## src/design/gksp_pkg.sv

```systemverilog
`timescale 1ns / 1ps
`default_nettype none
package gksp_pkg;

	localparam int DEF_MAX_BINS = 1024;
	localparam int DEF_MAX_HITS = 63;

	localparam int GATE_W   = 32;
	localparam int MULT_W   = 4;
	localparam int FREQ_W   = 32;
	localparam int POW_W    = 24;
	localparam int THR_W    = 27;
	localparam int TOTAL_W  = 11;
	localparam int SUM_W    = 34;
	localparam int SQSUM_W  = 58;
	localparam int CFG_IDX_W = 1;
	localparam int CFG_DAT_W = 32;

	localparam logic [CFG_IDX_W-1:0] REG_NOISE_GATE = 1'd0;
	localparam logic [CFG_IDX_W-1:0] REG_SIGMA_MULT = 1'd1;

	localparam logic [GATE_W-1:0] NOISE_GATE_RST = 32'd3277;
	localparam logic [MULT_W-1:0] SIGMA_MULT_RST = 4'd5;

	localparam logic KIND_HIT     = 1'b0;
	localparam logic KIND_SUMMARY = 1'b1;

	typedef struct packed {
		logic [FREQ_W-1:0] bin_frequency;
		logic [POW_W-1:0]  bin_power;
		logic              last_bin;
	} bin_req_t;

	typedef struct packed {
		logic              item_kind;
		logic [FREQ_W-1:0] hit_frequency;
		logic [POW_W-1:0]  hit_power;
		logic [31:0]       hit_period;
		logic [THR_W-1:0]  threshold;
		logic              threshold_valid;
		logic [TOTAL_W-1:0] hit_total;
		logic              hits_dropped;
		logic              last_result;
	} hit_req_t;

	// request to / answer from the shared divider
	typedef struct packed {
		logic        start;
		logic [63:0] dividend;
		logic [31:0] divisor;
	} div_cmd_t;

	typedef struct packed {
		logic        done;
		logic [63:0] quotient;
	} div_rsp_t;

endpackage
`default_nettype wire

```

## src/design/gksp_div.sv

```systemverilog
`timescale 1ns / 1ps
`default_nettype none
// Restoring divider, one quotient bit per cycle.
module gksp_div (
	input  wire logic                 clk,
	input  wire logic                 arst_n,
	input  wire gksp_pkg::div_cmd_t   cmd,
	output gksp_pkg::div_rsp_t        rsp
);
	import gksp_pkg::*;

	logic        busy_q;
	logic [6:0]  cnt_q;
	logic [63:0] quo_q;
	logic [32:0] rem_q;
	logic [31:0] dvs_q;
	logic [32:0] trial;
	logic [33:0] diff;

	assign trial = {rem_q[31:0], quo_q[63]};
	assign diff  = {1'b0, trial} - {2'b00, dvs_q};

	always_ff @(posedge clk or negedge arst_n) begin
		if (!arst_n) begin
			busy_q <= 1'b0;
			cnt_q  <= '0;
		end else if (cmd.start) begin
			busy_q <= 1'b1;
			cnt_q  <= 7'd0;
		end else if (busy_q) begin
			cnt_q <= cnt_q + 7'd1;
			if (cnt_q == 7'd63)
				busy_q <= 1'b0;
		end
	end

	always_ff @(posedge clk) begin
		if (cmd.start) begin
			quo_q <= cmd.dividend;
			rem_q <= '0;
			dvs_q <= cmd.divisor;
		end else if (busy_q) begin
			if (!diff[33]) begin
				rem_q <= diff[32:0];
				quo_q <= {quo_q[62:0], 1'b1};
			end else begin
				rem_q <= trial;
				quo_q <= {quo_q[62:0], 1'b0};
			end
		end
	end

	// the last step's quotient is presented while it is being computed
	assign rsp.done     = busy_q && (cnt_q == 7'd63);
	assign rsp.quotient = !diff[33] ? {quo_q[62:0], 1'b1} : {quo_q[62:0], 1'b0};
endmodule
`default_nettype wire

```

## config.mk

```make
export PLATFORM = sky130hd
export DESIGN_NAME = gksp_div
export DESIGN_NICKNAME = d
export VERILOG_FILES = /design/src/design/gksp_pkg.sv /design/src/design/gksp_div.sv
export SDC_FILE = /design/constraint.sdc
export NUM_CORES = 1
export LEC_CHECK = 0
export ABC_AREA = 1
export BUFFER_PORTS_ARGS = -buffer_cell sky130_fd_sc_hd__buf_2
export CORE_MARGIN = 2
export CORE_UTILIZATION = 61
export CTS_CLUSTER_DIAMETER = 120
export DETAILED_ROUTE_END_ITERATION = 6
export PLACE_DENSITY = 0.87
export REMOVE_ABC_BUFFERS = 1
export SLEW_MARGIN = 20
export SYNTH_ARGS = -nofsm -noshare
export SYNTH_HDL_FRONTEND = slang
export SYNTH_SLANG_ARGS = --single-unit
```

## constraint.sdc

```tcl
create_clock -name clk -period 6.7 [get_ports clk]
set_input_delay 1.34 -clock clk [delete_from_list [all_inputs] [get_ports clk]]
set_output_delay 1.34 -clock clk [all_outputs]
set_load 0.01 [all_outputs]
```

==> results.json, run 1 <==
{
  "status": "complete, no violations",
  "worst_ir_drop_vdd_mv": 0.211,
  "final_max_slew_viol_count": 0,
  "die_area_um2": 15300,
  "cts_buffer_depth": 2,
  "max_cap_violations": 0,
  "yosys_register_bits": 136,
  "cp.arrival_ps": 2920,
  "grt_max_degree": 84,
  "initial_antenna_violation_count": 1,
  "power_density_nw_per_um2": 375,
  "grt_util_all_layers": 0.297,
  "period_needed_ps": 4260,
  "netlist-cell-type-count": 39,
  "post-route-worst-setup-slack_ps": 2440,
  "syn2layout_area_growth_pct": 11.1,
  "worst-path-buf-inv": 2,
  "timing.clock.skew_ps": 14.0,
  "netlist_top_cells_area": "sky130_fd_sc_hd__edfxtp_1 33%, sky130_fd_sc_hd__nand2_1 21%, sky130_fd_sc_hd__inv_1 8.0%",
  "final_weighted_congestion_in_routability_driven_placement": 0.976,
  "first_global_vias": 7264,
  "post_route_cells_drive_above_1_share": 0.168,
  "synth_area_um2": 8730,
  "post-route-period-util": 0.635,
  "synth-edff-count": 96,
  "critical_path_s_largest_stage_delay_ps": 500,
  "drt-wirelength-per-cell_um": 14.5,
  "finalHoldViolations": 0,
  "cts_buffers": 17,
  "clk-insertion-delay-late_ps": 430,
  "start_util": 0.627,
  "hp-class": "reg -> reg",
  "rsz_0062_raised_after_global_routing": "false",
  "mostFrequentLayoutCells": "499 x sky130_fd_sc_hd__nand2_1, 184 x sky130_fd_sc_hd__inv_1, 162 x sky130_fd_sc_hd__buf_2",
  "design.final.nets": 1424,
  "post_cts_resized": 0,
  "die_height_um": 124,
  "synth.yosys.warnings": 0,
  "drt_wl_total_um": 21500,
  "top_level_ports": 164,
  "fillCellCount": 1189,
  "max_clock_freq_mhz": 235,
  "io_buffers": 163,
  "worst-slew-pin-transition_ps": 1130,
  "detailedPlacementHpwl_um": 15400,
  "postCtsHoldBufs": 0,
  "worstSetupPathType": "reg -> out",
  "dpl_worst_slack_ps": 2930,
  "slew_headroom": 0.246,
  "core_um2": 13900,
  "synth_sequential_area_ratio": 0.426,
  "worstPathCellList": "inv_1 -> ha_1 -> a21oi_1 -> nor2_1 -> nor3_1 -> nand2_2 -> nor2_8 -> nand2_4 -> buf_2",
  "grt_pass1_wl_um": 34800,
  "cts_htree_levels": 4,
  "synth_flop_cell": "sky130_fd_sc_hd__edfxtp_1",
  "cts.root.buffer_cell": "sky130_fd_sc_hd__clkbuf_16",
  "viasPerCell": 5.16,
  "detail_route.first_pass.iterations": 5,
  "final_common_cell": "sky130_fd_sc_hd__nand2_1",
  "drc": 0,
  "worst_setup_hold_path_clk_slew_ps": 60,
  "totalNegativeSetupSlack_ps": 0,
  "routed-via-count": 7656,
  "setup.worst_path.end_class": "primary output",
  "synthArstFlopShare": 0.0588,
  "finalSetupViolCount": 0,
  "synth_top_cell_by_area": "sky130_fd_sc_hd__edfxtp_1",
  "globalRouteOverflowTotal": 0,
  "synthesis.area_per_instance_um2": 7.28,
  "timing.critical_path.fanout_max": 35,
  "cp_slowest_cell": "sky130_fd_sc_hd__nor2_8",
  "n_antenna_cell": 0,
  "kind_of_start_point_of_the_critical_path": "flip-flop",
  "clkSinkCount": 136,
  "synthesis.instances": 1199,
  "worst_path_dominant_cell_family": "simple AND/OR/NAND/NOR gates",
  "cp.depth": 9,
  "yosysTopAreaCellShare": 0.330,
  "detailedRoute.firstIterationViolations": 537,
  "cp.required_ps": 5360,
  "width_of_the_chip_um": 124,
  "hold_path_depth": 2,
  "p_leak_nw": 5.33,
  "rows": 43,
  "tritoncts": "built",
  "design_power_total_mw": 3.64,
  "timing.reg2reg.worst_path_depth": 11,
  "final_antenna_net_count": 0,
  "postCtsSetupBuffers": 0
}
-- report_power, final --
part / internal (mW) / total, mW / leakage [nW] / switching (mW)
sequential: 1.05 / 1.15 / 1.39 / 0.0924
clock: 0.509 / 0.880 / 0.254 / 0.371
combinational: 0.582 / 1.61 / 3.69 / 1.03
-- kinds of logic after synthesis --
family,Yosys count,synth area share
and+or+nand+nor,685,0.326
adders and majority gates,34,0.0496
buffers and inverters,284,0.155
DFF,136,0.426
xor gates and xnor gates,14,0.0140
AOI/OAI and AO/OA,46,0.0291
-- registers in the layout (all words and copies together), names as in the netlist --
register / flops
dvs_q: 32
busy_q: 1
quo_q: 64
rem_q: 32
cnt_q: 7
-- synthesized netlist by cell type, types with 9 or more instances --
master	instances
sky130_fd_sc_hd__inv_1	186
sky130_fd_sc_hd__o21ai_1	12
sky130_fd_sc_hd__dfxtp_1	32
sky130_fd_sc_hd__nand3b_1	11
sky130_fd_sc_hd__nand2_1	499
sky130_fd_sc_hd__nor3_1	11
sky130_fd_sc_hd__buf_4	65
sky130_fd_sc_hd__a21oi_1	23
sky130_fd_sc_hd__xnor2_1	12
sky130_fd_sc_hd__clkbuf_1	15
sky130_fd_sc_hd__nand3_1	90
sky130_fd_sc_hd__edfxtp_1	96
sky130_fd_sc_hd__nand4_1	9
sky130_fd_sc_hd__ha_1	33
sky130_fd_sc_hd__nor2_1	45
-- cell type report --
type	count	area, um2	area share
clock buffers	21	440	0.0454
clock inverters	10	97.6	0.0101
inverters	191	717	0.0739
multi-input cells	779	3660	0.377
flip-flops and latches	136	3720	0.384
well taps	180	225	0.0232
repair buffers	166	841	0.0867
-- routing by layer --
metal / track usage / wire, um / share of wire
met3: 0.0696 / 1550 / 0.072
met1: 0.374 / 9100 / 0.42
met5: 0 / 0 / 0
met4: 0.110 / 490 / 0.023
met2: 0.498 / 10300 / 0.48
-- worst paths after layout --
check / endpoint / from / slack, ps
setup reg to reg: rem_q[0] / dvs_q[30] / 4010
min in group asynchronous: cnt_q[6] / arst_n / 740
hold reg to reg: rem_q[20] / rem_q[20] / 470
setup / recovery: rsp[0] / dvs_q[30] / 2440
hold / removal: rem_q[20] / rem_q[20] / 470
max in group asynchronous: cnt_q[0] / arst_n / 5790
-- per-stage QoR --
step	hold WS (ps)	std cells	instance area [um2]	utilization
after floorplan	444	1106	8100	-
after global placement	455	1452	9160	0.658
after detailed placement	456	1452	9160	0.658
after CTS	470	1483	9700	0.696
after global routing	484	1483	9700	0.696
final	466	1483	9700	0.696
-- worst min-delay path: cells and delay by family, from the launching register on --
kind / cells / cell delay [ps]
DFF: 1 / 320
and+or+nand+nor: 2 / 100
(Power assumes the default switching activity.)
==> inputs of run 2 (changes only) <==
Settings changed: ABC_AREA 1 to 0, CORE_UTILIZATION 61 to 50, PLACE_DENSITY 0.87 to 0.77.
Clock period 6.7 ns to 3.45 ns, I/O delays scaled along.
==> run 2 against run 1 <==
  * Die area rose by 10%
  * First-iteration DRC count down 41%
  * Utilization fell by 12 points
  * Via count down 27%
  * Clock power up 86%
  * Sequential power is 97% higher
  * Register-to-register slack worse by 3600 ps
  * Hold slack got worse by 360 ps
  * Non-clock buffer count up 7
  * Critical path depth increased by 1
  * Critical endpoint unchanged
==> results.json, run 2 <==
{
  "worstPathCellList": "inv_1 -> ha_1 -> a21o_1 -> a211o_1 -> o211ai_2 -> a31oi_4 -> nor2_2 -> o221a_4 -> inv_4 -> buf_2",
  "synth.yosys.warnings": 0,
  "tritoncts": "built",
  "power.share.switching": 0.365,
  "max_cap_violations": 0,
  "kind_of_start_point_of_the_critical_path": "flip-flop",
  "synthesis.area_per_instance_um2": 10.9,
  "final_antenna_net_count": 0,
  "synth-edff-count": 96,
  "worst-slew-pin-transition_ps": 767,
  "post_route_cells_drive_above_1_share": 0.367,
  "core_um2": 15700,
  "cts.root.buffer_cell": "sky130_fd_sc_hd__clkbuf_16",
  "mostFrequentLayoutCells": "162 x sky130_fd_sc_hd__buf_2, 96 x sky130_fd_sc_hd__edfxtp_1, 69 x sky130_fd_sc_hd__nand2_1",
  "drc": 0,
  "io_buffers": 163,
  "busiest_layer": "met2",
  "period_needed_ps": 3310,
  "grt_pass1_wl_um": 27400,
  "cp_slowest_cell": "sky130_fd_sc_hd__edfxtp_1",
  "drt-wirelength-per-cell_um": 16.0,
  "finalHoldViolations": 0,
  "largest-register": "quo_q",
  "totalNegativeSetupSlack_ps": 0,
  "netlist-cell-type-count": 72,
  "cts_buffer_depth": 2,
  "synthMostInstantiatedCell": "sky130_fd_sc_hd__edfxtp_1",
  "status": "complete, no violations",
  "critical_path_s_largest_stage_delay_ps": 320,
  "final_common_cell": "sky130_fd_sc_hd__buf_2",
  "finalSetupViolCount": 0,
  "cp.required_ps": 2760,
  "p_leak_nw": 3.88,
  "detailedPlacementHpwl_um": 12100,
  "routed-via-count": 5591,
  "n_antenna_cell": 0,
  "combinationalPowerShare": 0.397,
  "detail_route.first_pass.iterations": 5,
  "worst_ir_drop_vdd_mv": 0.445,
  "start_util": 0.505,
  "yosysTopAreaCellShare": 0.364,
  "globalRouteOverflowTotal": 0,
  "synth_flop_cell": "sky130_fd_sc_hd__edfxtp_1",
  "groute.layer.met1.usage": 0.261,
  "detailedRoute.firstIterationViolations": 316,
  "worstSetupPathType": "reg -> out",
  "die_area_um2": 16900,
  "cts_htree_levels": 4,
  "largest_register_ffs": 64,
  "rows": 46,
  "drt_wl_total_um": 16800,
  "final_max_slew_viol_count": 0,
  "final_weighted_congestion_in_routability_driven_placement": 0.881,
  "synth.cells.most_frequent": "96 x sky130_fd_sc_hd__edfxtp_1, 69 x sky130_fd_sc_hd__nand2_1, 67 x sky130_fd_sc_hd__buf_4",
  "top_level_ports": 164,
  "cp.arrival_ps": 2620,
  "slew_headroom": 0.487,
  "netlist_top_cells_area": "sky130_fd_sc_hd__edfxtp_1 36%, sky130_fd_sc_hd__mux2_2 9.1%, sky130_fd_sc_hd__dfxtp_1 8.1%",
  "cts_buffers": 17,
  "synthArstFlopShare": 0.0588,
  "width_of_the_chip_um": 130,
  "total_switching_power_mw": 2.37,
  "clk-insertion-delay-late_ps": 430,
  "synth_sequential_area_ratio": 0.470,
  "timing.clock.skew_ps": 11.0,
  "post-route-period-util": 0.960,
  "synth_area_um2": 7930,
  "finish.utilization": 0.574,
  "grt_util_all_layers": 0.208,
  "first_global_vias": 5587,
  "clk_pwr_share": 0.252,
  "grtUsageMet3": 0.0800,
  "synthesis.instances": 726,
  "setup.worst_path.end_class": "primary output",
  "largest_registers": "quo_q: 64 flops, dvs_q: 32 flops, rem_q: 32 flops",
  "rsz_0062_raised_after_global_routing": "false",
  "max_clock_freq_mhz": 302,
  "die_height_um": 130,
  "hp-class": "in -> async",
  "postCtsHoldBufs": 0,
  "design.final.nets": 955,
  "grt_met2_usage": 0.334,
  "worst_setup_hold_path_clk_slew_ps": 60,
  "viasPerCell": 5.32,
  "yosys_register_bits": 136,
  "power_report.internal_total_mw": 4.12,
  "clkSinkCount": 136,
  "syn2layout_area_growth_pct": 13.8,
  "sequentialPowerShare": 0.350,
  "synth_top_cell_by_area": "sky130_fd_sc_hd__edfxtp_1",
  "grt_max_degree": 65,
  "initial_antenna_violation_count": 1,
  "power_density_nw_per_um2": 719,
  "timing.critical_path.fanout_max": 11
}
run 2: per-stage QoR:
| stage | cell area, um2 | total power [mW] | setup slack, ps | hold WS [ps] | cells |
|---|---|---|---|---|---|
| after CTS | 9000 | 6.48 | 55.8 | 86.9 | 1047 |
| after global routing | 9020 | 6.91 | 2.86 | 103 | 1050 |
| after floorplan | 7290 | 4.14 | -92.8 | 394 | 630 |
| final | 9020 | 6.49 | 139 | 105 | 1050 |
| after global placement | 8470 | 4.76 | 516 | 458 | 1016 |
| after detailed placement | 8470 | 4.81 | 439 | 479 | 1016 |
run 2: kinds of logic (layout without fill, tap and decap cells):
family | count (synthesis) | in the layout | synth area share
simple gates | 187 | 187 | 0.105
mux | 69 | 69 | 0.0979
xor+xnor | 26 | 26 | 0.0287
fa+ha+maj | 34 | 34 | 0.0546
compound gates | 134 | 134 | 0.142
flops | 136 | 136 | 0.470
buf+inv | 140 | 248 | 0.102
run 2: layout make-up:
class                           instances  area (um2)
Tap cell                              216         270
Clock inverter                         14         100
Inverter                               44         168
Multi-Input combinational cell        450        3400
Timing Repair Buffer                  173         931
Clock buffer                           17         425
Fill cell                            1333        6690
Sequential cell                       136        3720
run 2: what timing repair did:
| action | in CTS | in global routing |
|---|---|---|
| endpoints found under the setup margin | 1 | 1 |
| setup buffers | 0 | 3 |
| gates resized for setup | 1 | 2 |
run 2: layer usage:
metal	vias to the layer above	wire [um]
met5	-	13
met4	2	246
met3	17	1180
met2	161	8020
met1	2661	7390
li1	2750	-
run 2: power groups by stage:
stage	sequential [mW]	clock [mW]	combinational (mW)
floorplan	2.29	0	1.85
global placement	2.29	0	2.47
detailed placement	2.30	0	2.51
CTS	2.27	1.68	2.53
global route	2.32	1.73	2.86
finish	2.27	1.64	2.58
run 2: path summary, 6_finish.rpt:
path,start,cells after the start,to,slack (ps)
worst max-delay path,dvs_q[4],10,rsp[0],140
worst min-delay path,arst_n,1,cnt_q[4],100
worst max register to register,dvs_q[11],12,rem_q[6],410
worst min register to register,rem_q[19],2,rem_q[19],480
max in group asynchronous,arst_n,1,busy_q,3160
min in group clk,cmd[29],1,dvs_q[29],440
run 2: critical path: cells and delay by family, from the launching register on:
family | cells | cell delay [ps]
flops | 1 | 320
fa+ha+maj | 1 | 320
buf+inv | 3 | 230
simple gates | 1 | 130
compound gates | 5 | 1190
